## src/hdl/rsb_pkg.sv

```systemverilog
`default_nettype none

package rsb_pkg;

    // blend mode codes
    localparam logic [1:0] BLEND_OPAQUE = 2'd0;
    localparam logic [1:0] BLEND_AVG    = 2'd1;
    localparam logic [1:0] BLEND_ADD    = 2'd2;

    // configuration register indexes
    localparam logic [1:0] REG_FOG_RED   = 2'd0;
    localparam logic [1:0] REG_FOG_GREEN = 2'd1;
    localparam logic [1:0] REG_FOG_BLUE  = 2'd2;

    // fog amount that means pure fog colour
    localparam logic [8:0] FOG_FULL = 9'd256;

    // load enables of the channel pipeline stages
    typedef struct packed {
        logic s1;
        logic s2;
        logic s3;
    } stage_en_t;

    // 4x4 ordered dither matrix, row y, column x
    function automatic logic [3:0] bayer(input logic [1:0] y, input logic [1:0] x);
        logic [3:0] val;
        case ({y, x})
            4'h0: val = 4'd0;
            4'h1: val = 4'd8;
            4'h2: val = 4'd2;
            4'h3: val = 4'd10;
            4'h4: val = 4'd12;
            4'h5: val = 4'd4;
            4'h6: val = 4'd14;
            4'h7: val = 4'd6;
            4'h8: val = 4'd3;
            4'h9: val = 4'd11;
            4'ha: val = 4'd1;
            4'hb: val = 4'd9;
            4'hc: val = 4'd15;
            4'hd: val = 4'd7;
            4'he: val = 4'd13;
            default: val = 4'd5;
        endcase
        return val;
    endfunction

    // dither offset in 1/2048 steps: 128*B - 960, range -960..960
    function automatic logic signed [11:0] dither_offset(input logic [3:0] b);
        return $signed({1'b0, b, 7'b0}) - 12'sd960;
    endfunction

endpackage

`default_nettype wire

```

## src/hdl/rsb_shade_chan.sv

```systemverilog
`default_nettype none

// One colour channel: shade multiply, fog lerp, dither, round and clamp.
// Three register stages; the result is valid in stage three.
module rsb_shade_chan #(
    parameter int SHADE_FRAC_BITS = 4
) (
    input  wire logic                    aclk,
    input  wire rsb_pkg::stage_en_t      en,
    input  wire logic [4:0]              base,
    input  wire logic [11:0]             shade,
    input  wire logic [4:0]              fog_color,
    input  wire logic [8:0]              fog_amt,    // already saturated to 256
    input  wire logic signed [11:0]      dith_off,   // zero when dither is off
    output logic [4:0]                   chan
);

    localparam int SHL = (SHADE_FRAC_BITS < 4) ? (4 - SHADE_FRAC_BITS) : 0;
    localparam int SHR = (SHADE_FRAC_BITS > 4) ? (SHADE_FRAC_BITS - 4) : 0;
    localparam int VW  = 17 + SHL;     // scaled product width
    localparam int MW  = VW + 9;       // product with fog complement
    localparam int FW  = VW + 10;      // lerp sum
    localparam int LW  = FW - 8;       // lerp result
    localparam int WW  = LW + 2;       // signed rounding value

    // stage 1 registers
    logic [16:0]        prod_reg;
    logic [4:0]         fogc_reg;
    logic [8:0]         famt_reg;
    logic signed [11:0] off1_reg;

    // stage 2 registers
    logic [MW-1:0]      mv_reg;
    logic [13:0]        mf_reg;
    logic signed [11:0] off2_reg;

    // stage 3 register
    logic [4:0]         chan_reg;

    logic [VW-1:0]      v_scaled;
    logic [FW-1:0]      lerp_sum;
    logic [LW-1:0]      lerp;
    logic signed [WW-1:0] w_val;
    logic [WW-12:0]     w_steps;
    logic [4:0]         chan_next;

    // stage 1: base times shade
    always_ff @(posedge aclk) begin
        if (en.s1) begin
            prod_reg <= 17'(base) * 17'(shade);
            fogc_reg <= fog_color;
            famt_reg <= fog_amt;
            off1_reg <= dith_off;
        end
    end

    // stage 2: scale to 1/2048 units, both lerp products
    assign v_scaled = (VW'(prod_reg) << SHL) >> SHR;

    always_ff @(posedge aclk) begin
        if (en.s2) begin
            mv_reg   <= MW'(v_scaled) * MW'(rsb_pkg::FOG_FULL - famt_reg);
            mf_reg   <= 14'(fogc_reg) * 14'(famt_reg);
            off2_reg <= off1_reg;
        end
    end

    // stage 3: lerp sum, rounding bias, dither, clamp to 0..31
    assign lerp_sum = FW'(mv_reg) + FW'({mf_reg, 11'b0});
    assign lerp     = lerp_sum[FW-1:8];
    assign w_val    = $signed({2'b0, lerp}) + WW'(1024) + WW'(off2_reg);
    assign w_steps  = w_val[WW-2:11];

    always_comb begin
        if (w_val[WW-1]) begin
            chan_next = 5'd0;
        end else if (w_steps > (WW-11)'(31)) begin
            chan_next = 5'd31;
        end else begin
            chan_next = w_steps[4:0];
        end
    end

    always_ff @(posedge aclk) begin
        if (en.s3) begin
            chan_reg <= chan_next;
        end
    end

    assign chan = chan_reg;

endmodule

`default_nettype wire

```

## src/hdl/rgb555_fragment_shade_blend.sv

```systemverilog
`default_nettype none

// Fragment colour back end for a 5:5:5 framebuffer.
// Input stream: one word per covered pixel (texel, shade, fog amount, dither
// coordinates, destination pixel, blend mode). Output stream: one word per
// input word, holding a write enable and the new pixel; a transparent texel
// gives write enable 0 and pixel 0.
// Fog colour comes from three 5-bit registers written through cfg_wr_en /
// cfg_index / cfg_data; write them only while no word is in flight.
// Four register stages (multiply, lerp products, round/clamp, blend), the
// first loaded at accept. Throughput: one word per cycle while m_axis_tready
// is high; every stage is a register with its own valid bit, so empty stages
// fill even while the output is stalled.
// When m_axis_tready is low the words hold in place and s_axis_tready drops
// once the pipeline is full; nothing is lost or repeated.
// Reset (aresetn low, synchronous) empties the pipeline and clears the fog
// colour to black.
module rgb555_fragment_shade_blend #(
    parameter int SHADE_FRAC_BITS = 4
) (
    input  wire logic        aclk,
    input  wire logic        aresetn,
    // texel[15:0], textured[16], shade_red[28:17], shade_green[40:29],
    // shade_blue[52:41], fog_amount[61:53], dither_on[62], x_low[64:63],
    // y_low[66:65], dest_pixel[81:67], blend_mode[83:82], zero[87:84]
    input  wire logic [87:0] s_axis_tdata,
    input  wire logic        s_axis_tvalid,
    output logic             s_axis_tready,
    // write_enable[0], pixel[15:1]
    output logic [15:0]      m_axis_tdata,
    output logic             m_axis_tvalid,
    input  wire logic        m_axis_tready,
    input  wire logic        cfg_wr_en,
    input  wire logic [1:0]  cfg_index,
    input  wire logic [4:0]  cfg_data
);

    // input fields
    logic [15:0] in_texel;
    logic        in_textured;
    logic [11:0] in_shade_r, in_shade_g, in_shade_b;
    logic [8:0]  in_fog_amount;
    logic        in_dither_on;
    logic [1:0]  in_x_low, in_y_low;
    logic [14:0] in_dest;
    logic [1:0]  in_mode;

    assign in_texel      = s_axis_tdata[15:0];
    assign in_textured   = s_axis_tdata[16];
    assign in_shade_r    = s_axis_tdata[28:17];
    assign in_shade_g    = s_axis_tdata[40:29];
    assign in_shade_b    = s_axis_tdata[52:41];
    assign in_fog_amount = s_axis_tdata[61:53];
    assign in_dither_on  = s_axis_tdata[62];
    assign in_x_low      = s_axis_tdata[64:63];
    assign in_y_low      = s_axis_tdata[66:65];
    assign in_dest       = s_axis_tdata[81:67];
    assign in_mode       = s_axis_tdata[83:82];

    // fog colour registers
    logic [4:0] fog_r_reg, fog_g_reg, fog_b_reg;

    always_ff @(posedge aclk) begin
        if (!aresetn) begin
            fog_r_reg <= 5'd0;
            fog_g_reg <= 5'd0;
            fog_b_reg <= 5'd0;
        end else if (cfg_wr_en) begin
            unique case (cfg_index)
                rsb_pkg::REG_FOG_RED:   fog_r_reg <= cfg_data;
                rsb_pkg::REG_FOG_GREEN: fog_g_reg <= cfg_data;
                rsb_pkg::REG_FOG_BLUE:  fog_b_reg <= cfg_data;
                default: ;
            endcase
        end
    end

    // stage valids and load enables; a stage loads when empty or draining
    logic v1_reg, v2_reg, v3_reg, v4_reg;
    logic en1, en2, en3, en4;
    rsb_pkg::stage_en_t chan_en;

    assign en4 = !v4_reg || m_axis_tready;
    assign en3 = !v3_reg || en4;
    assign en2 = !v2_reg || en3;
    assign en1 = !v1_reg || en2;
    assign s_axis_tready = en1;
    assign chan_en = '{s1: en1, s2: en2, s3: en3};

    always_ff @(posedge aclk) begin
        if (!aresetn) begin
            v1_reg <= 1'b0;
            v2_reg <= 1'b0;
            v3_reg <= 1'b0;
            v4_reg <= 1'b0;
        end else begin
            if (en1) v1_reg <= s_axis_tvalid;
            if (en2) v2_reg <= v1_reg;
            if (en3) v3_reg <= v2_reg;
            if (en4) v4_reg <= v3_reg;
        end
    end

    // input decode: base colour, transparency, fog saturation, dither offset
    logic [4:0]         base_r, base_g, base_b;
    logic               opaque;
    logic [8:0]         fog_sat;
    logic signed [11:0] dith_off;

    assign opaque   = !in_textured || in_texel[15];
    assign base_r   = in_textured ? in_texel[14:10] : 5'd31;
    assign base_g   = in_textured ? in_texel[9:5]   : 5'd31;
    assign base_b   = in_textured ? in_texel[4:0]   : 5'd31;
    assign fog_sat  = in_fog_amount[8] ? rsb_pkg::FOG_FULL : in_fog_amount;
    assign dith_off = in_dither_on
                    ? rsb_pkg::dither_offset(rsb_pkg::bayer(in_y_low, in_x_low))
                    : 12'sd0;

    // per-channel math
    logic [4:0] new_r, new_g, new_b;

    rsb_shade_chan #(.SHADE_FRAC_BITS(SHADE_FRAC_BITS)) u_chan_r (
        .aclk(aclk), .en(chan_en), .base(base_r), .shade(in_shade_r),
        .fog_color(fog_r_reg), .fog_amt(fog_sat), .dith_off(dith_off), .chan(new_r)
    );

    rsb_shade_chan #(.SHADE_FRAC_BITS(SHADE_FRAC_BITS)) u_chan_g (
        .aclk(aclk), .en(chan_en), .base(base_g), .shade(in_shade_g),
        .fog_color(fog_g_reg), .fog_amt(fog_sat), .dith_off(dith_off), .chan(new_g)
    );

    rsb_shade_chan #(.SHADE_FRAC_BITS(SHADE_FRAC_BITS)) u_chan_b (
        .aclk(aclk), .en(chan_en), .base(base_b), .shade(in_shade_b),
        .fog_color(fog_b_reg), .fog_amt(fog_sat), .dith_off(dith_off), .chan(new_b)
    );

    // side band carried alongside the channel stages
    logic        we1_reg, we2_reg, we3_reg;
    logic [14:0] dest1_reg, dest2_reg, dest3_reg;
    logic [1:0]  mode1_reg, mode2_reg, mode3_reg;

    always_ff @(posedge aclk) begin
        if (en1) begin
            we1_reg   <= opaque;
            dest1_reg <= in_dest;
            mode1_reg <= in_mode;
        end
        if (en2) begin
            we2_reg   <= we1_reg;
            dest2_reg <= dest1_reg;
            mode2_reg <= mode1_reg;
        end
        if (en3) begin
            we3_reg   <= we2_reg;
            dest3_reg <= dest2_reg;
            mode3_reg <= mode2_reg;
        end
    end

    // stage 4: blend with destination
    logic [5:0]  sum_r, sum_g, sum_b;
    logic [14:0] blend_pix;
    logic        we4_reg;
    logic [14:0] pix4_reg;

    assign sum_r = {1'b0, new_r} + {1'b0, dest3_reg[14:10]};
    assign sum_g = {1'b0, new_g} + {1'b0, dest3_reg[9:5]};
    assign sum_b = {1'b0, new_b} + {1'b0, dest3_reg[4:0]};

    always_comb begin
        case (mode3_reg)
            rsb_pkg::BLEND_AVG: begin
                blend_pix = {sum_r[5:1], sum_g[5:1], sum_b[5:1]};
            end
            rsb_pkg::BLEND_ADD: begin
                blend_pix = {sum_r[5] ? 5'd31 : sum_r[4:0],
                             sum_g[5] ? 5'd31 : sum_g[4:0],
                             sum_b[5] ? 5'd31 : sum_b[4:0]};
            end
            default: begin
                blend_pix = {new_r, new_g, new_b};
            end
        endcase
    end

    always_ff @(posedge aclk) begin
        if (en4) begin
            we4_reg  <= we3_reg;
            pix4_reg <= we3_reg ? blend_pix : 15'd0;
        end
    end

    assign m_axis_tvalid = v4_reg;
    assign m_axis_tdata  = {pix4_reg, we4_reg};

endmodule

`default_nettype wire

```

## config.mk

```make
export PLATFORM = sky130hd
export DESIGN_NAME = rgb555_fragment_shade_blend
export DESIGN_NICKNAME = d
export VERILOG_FILES = /design/src/hdl/rsb_pkg.sv /design/src/hdl/rsb_shade_chan.sv /design/src/hdl/rgb555_fragment_shade_blend.sv
export SDC_FILE = /design/constraint.sdc
export NUM_CORES = 2
export LEC_CHECK = 0
export ABC_AREA = 1
export BUFFER_PORTS_ARGS = -buffer_cell sky130_fd_sc_hd__buf_4
export CAP_MARGIN = 40
export CELL_PAD_IN_SITES_DETAIL_PLACEMENT = 0
export CELL_PAD_IN_SITES_GLOBAL_PLACEMENT = 1
export CORE_MARGIN = 3
export CORE_UTILIZATION = 45
export DETAILED_ROUTE_END_ITERATION = 10
export GPL_ROUTABILITY_DRIVEN = 0
export PLACE_DENSITY = 0.81
export SLEW_MARGIN = 20
export SYNTH_ARGS = -nofsm -noshare
export SYNTH_HDL_FRONTEND = slang
export SYNTH_SLANG_ARGS = --single-unit
```

## constraint.sdc

```tcl
create_clock -name aclk -period 7.19 [get_ports aclk]
set_input_delay 0.3595 -clock aclk [delete_from_list [all_inputs] [get_ports aclk]]
set_output_delay 0.3595 -clock aclk [all_outputs]
set_load 0.005 [all_outputs]
```

# == Yosys cells after proc, flatten, opt, wreduce, memory -nomap -nowiden ==
# Memories as Yosys holds them, arrays and structs flattened.
# Cells that the tools add are included.
# Widths: inputs -> output; s select.
# word_totals
inputBits,100
n_memories,1
register_bits,323
mem_bits_ro,64
word_cells,93
out_inout_bits,18
# classes
mul,9
n_mux,11
n_lt_le_gt_ge,3
n_reduce_logical,14
n_eq_ne,4
n_addsub,14
# mem_list
name,depth,word_bits,rd,rd_clocked_by_memory_dff,write_ports,line,source
(no name shown),16,4,1,0,0,rsb_pkg.sv:28,"case ({y, x})"
# ops
cell,count
$add 26x25->27,3
$mul 17x26->26,3
$add 21x12->21,3
$add 19x11->20 const B,3
$mul 5x12->17,3
$mux 5,9
$mul 5x9->14,3
$pmux 15 s2,1
$gt 9x5->1 const B,3
$add 5x5->6,3
$sub 11x10->12 const B,1
$sub 9x9->10 const A,1
$mux 9,1
$reduce_and 2->1,3
$logic_not 1->1,5
$logic_or 1x1->1,5
$eq 2x1->1 const B,2
$eq 2x2->1 const B,2
$logic_not 2->1,1

# == Logic depth before layout (Yosys ltp) ==
# logic_depth
ltp_word,5
mapped_depth,35
depth_no_buf,34

# == Cells and area by module ==
# From an unflattened synthesis, not the netlist that was laid out.
# unflattened
hier_cells,5865
area_unflattened_um2,46382.0
# modules_own_cells
module,seq_area_each_um2,cells_each,instances,area_each_um2
rsb_shade_chan at u_chan_b,2762.6,1818,1,14086.0
rsb_shade_chan at u_chan_g,2762.6,1818,1,14072.2
rsb_shade_chan at u_chan_r,2762.6,1783,1,13978.4
rgb555_fragment_shade_blend,2482.4,446,1,4245.3

# == Least setup slack after synthesis ==
# OpenSTA, ideal clock, no wires.
# synth_path
path_type,flip-flop to flip-flop
from,reg u_chan_r.famt_reg[1] (netlist name)
to,"reg u_chan_b.mv_reg[23], data pin"
required_time_ns,6.930
path_buffers,3
arrival_time_ns,6.600
setup_time_ns,0.260
stages_incl_launch_ff,31
slack_ns,0.330
synth_period_minus_slack_ns,6.860
cell_sequence,edfxtp_1 buf_2 buf_1 inv_1 ha_1 nand2_1 nor2_1 and2_1 or2_2 nand2_1 clkbuf_1 nor2_1 fa_1 inv_1 fa_1 fa_1 fa_1 inv_1 fa_1 inv_1 fa_1 inv_1 ha_1 a21oi_1 o21ai_0 a21oi_1 o21ai_0 a21boi_0 nor2_1 nor2_1 xor2_1
# synth_rtl
element,line,source
"end signal, assigned",rsb_shade_chan.sv:62,mv_reg <= MW'(v_scaled) * MW'(rsb_pkg::FOG_FULL - famt_reg);
"end, declared",rsb_shade_chan.sv:33,logic [MW-1:0] mv_reg;

==> results by group <==
Status
  • Status: complete, no violations

Critical path
  • Top delay family on crit path: adder cells
  • Arr. time, crit path: 7150 ps
  • Reg2Reg Setup Slack: 330 ps
  • Worst setup startpoint: u_chan_r.famt_reg[0]
  • Crit path kind: flop to flop
  • Slowest CP cell: fa_1
  • Crit-path max FO: 12
  • Setup crit start kind: flop
  • WP data required: 7480 ps
  • Most used cell along the critical path: fa_1
  • Worst setup EP type: flop
  • Crit Reg-Reg Startpoint: u_chan_r.famt_reg[0]
  • CP bufs+invs: 7
  • Delay of the slowest critical-path stage: 540 ps

Global route
  • Grt total ovfl: 0
  • First-pass GRT wire length: 171.9 mm
  • Initial antenna violation count: 0
  • Vias in the first global route: 33930
  • Overall routing resource usage: 0.2055
  • Largest net degree at the start of global routing: 85

Synthesis
  • Most frequent cell after synthesis: inv_1
  • Synth Register Bits: 276
  • Seq/Total Area, Yosys: 0.1824
  • Average size of a mapped cell: 8.303 sq um
  • Cell count after synthesis: 5346
  • Main synth FF type: edfxtp_1
  • Yosys warnings: 0
  • Post-synth top cells: 1295 x inv_1, 1097 x nand2_1, 677 x fa_1
  • Unique masters post-synth: 52
  • Synth async-reset ratio: 0
  • Post-Synth XOR/XNOR Area: 0.04676
  • Multiplexer area fraction after synthesis: 0
  • Netlist Area Pre-Place: 0.04439 sq mm
  • Post-Synth Simple-Gate Area: 0.1622
  • Post-synth top area share: 0.3053
  • Main combinational cell family by area after synthesis: adder cells
  • Post-synth EDFFs: 257
  • Area leader, netlist: fa_1
  • Synth area leaders: fa_1 31%, edfxtp_1 17%, ha_1 12%
  • Fraction of the mapped netlist area in compound gates: 0.05933
  • Area share of fa/ha/maj cells after synthesis: 0.4260

Cells and area
  • Filler cells: 9377
  • Final design instance area without fill: 0.04829 sq mm
  • Layout Nets: 6654
  • Antenna Diode Count: 0
  • Area delta synth->final: 8.792%
  • Share of layout cells above drive strength 1: 0.04878

Min path
  • Hold Crit Class: primary input to flop
  • Min-delay src: cfg_data[0]

STA
  • Fin crit share: 0.9537
  • Final Max Tran Viols: 0
  • Rel. slew slack: 0.4715
  • Worst Tran Pin Value: 792.7 ps
  • Clock period minus worst slack: 6857 ps
  • RSZ-0062 raised after global routing: true
  • Maximum clock rate: 145.8 MHz
  • Fin. Hold Viols: 0
  • Final Skew: 31.45 ps
  • Hold Slack: 59.07 ps
  • Final setup fails: 0

Detailed routing
  • Vias after detailed routing: 33210
  • Drt wl/cell: 15.18 um
  • Number of DRC markers in iteration 0: 1843
  • DRC viols: 0
  • Final WL: 102.4 mm
  • Via/cell ratio: 4.920
  • Post-DRT Antenna Nets: 0
  • First drt pass iteration count: 5

Die
  • Initial Utilization: 0.4563
  • Core ar.: 0.09728 sq mm
  • Die Span X: 320.1 um
  • FP Rows: 114
  • Die Y: 320.1 um
  • # IOs: 118
  • Die Footprint: 0.1024 sq mm

CTS
  • Clock-pin slew on the worst setup and hold paths: 70 ps
  • CTS Root Cell: clkbuf_16
  • Clk sink count: 276
  • Clock buffer depth: 3
  • Total setup buffers inserted after CTS: 0
  • H-Tree Level Count: 2
  • Worst-Skew Late Latency: 570 ps
  • Total CTS buffers: 35
  • TritonCTS clock tree: done

Placement
  • Post-DP HPWL: 85.81 mm
  • Area after DPL: 0.04685 sq mm
  • IO buf count: 113

Run
  • MaxCap Viol Count: 0
cell usage in the layout, fill, tap and decap left out, types with 6 or more instances in the layout:
cell type,netlist,final
inv_1,1295,1294
o21ai_0,139,137
clkbuf_16,0,35
or2_2,8,8
nand3b_1,9,9
dlygate4sd3_1,0,18
a31oi_1,17,17
o211ai_1,9,9
a211oi_1,8,8
buf_12,0,7
a31o_2,6,6
xor2_1,170,170
dfxtp_1,19,19
nand3_1,151,151
nor3_1,29,28
nand2_1,1097,1095
fa_1,677,676
edfxtp_1,257,257
clkinv_1,11,16
nor4_1,7,6
o21bai_1,10,10
a21o_1,16,16
xnor2_1,67,67
nor2_1,475,475
bufinv_16,0,6
nand4_1,26,26
o21a_1,7,7
buf_4,4,166
a21oi_1,234,232
ha_1,428,427
stage by stage:
step	cells	util	setup slack, ps	setup TNS (ps)
global placement	6670	0.4816	156.8	0
detailed placement	6670	0.4816	170.2	0
floorplan	5348	-	330.3	0
global route	6750	0.4964	-14.77	-27.99
finish	6750	0.4964	333.0	0
CTS	6750	0.4959	154.8	0
per-layer routing:
| layer | track usage | vias up | part of all wire |
|---|---|---|---|
| li1 | - | 16410 | - |
| met1 | 0.2947 | 16000 | 0.48 |
| met2 | 0.3396 | 699 | 0.46 |
| met3 | 0.02272 | 100 | 0.049 |
| met4 | 0.03956 | 0 | 0.017 |
| met5 | 0 | - | 0 |
path summary, 6_finish.rpt:
check,endpoint,depth (start not counted)
worst max-delay path,u_chan_g.mv_reg[18],27
worst min-delay path,fog_r_reg[0],3
worst max register to register,u_chan_g.mv_reg[18],27
worst min register to register,dest3_reg[11],0
layout make-up:
type / count / area [sq um] / share of cell area
Tap cell: 1276 / 1597 / 0.03306
Timing Repair Buffer: 191 / 1567 / 0.03244
Sequential cell: 276 / 8098 / 0.1677
Inverter: 1312 / 4935 / 0.1022
Clock inverter: 24 / 324.1 / 0.006711
Multi-Input combinational cell: 3633 / 30880 / 0.6395
Clock buffer: 38 / 887.1 / 0.01837
tightest hold or removal path: cells and delay by family:
kind                   cells  cell delay (ps)
AND/OR/NAND/NOR            2              120
buffers and inverters      1              100
what timing repair did:
action,CTS,global route
endpoints found under the setup margin,0,24
hold endpoints to repair,18,0
resized for setup,0,18
hold buffers,18,0
cell families after synthesis:
| family | after synthesis |
|---|---|
| AO/OA/AOI/OAI | 476 |
| XOR/XNOR | 237 |
| other | 1 |
| adder cells (fa/ha/maj) | 1105 |
| AND/OR/NAND/NOR | 1812 |
| buffers and inverters | 1439 |
| flip-flops | 276 |
Power is not shown: default switching activity piles up to over one toggle a cycle in this logic, so the estimate is an artifact.
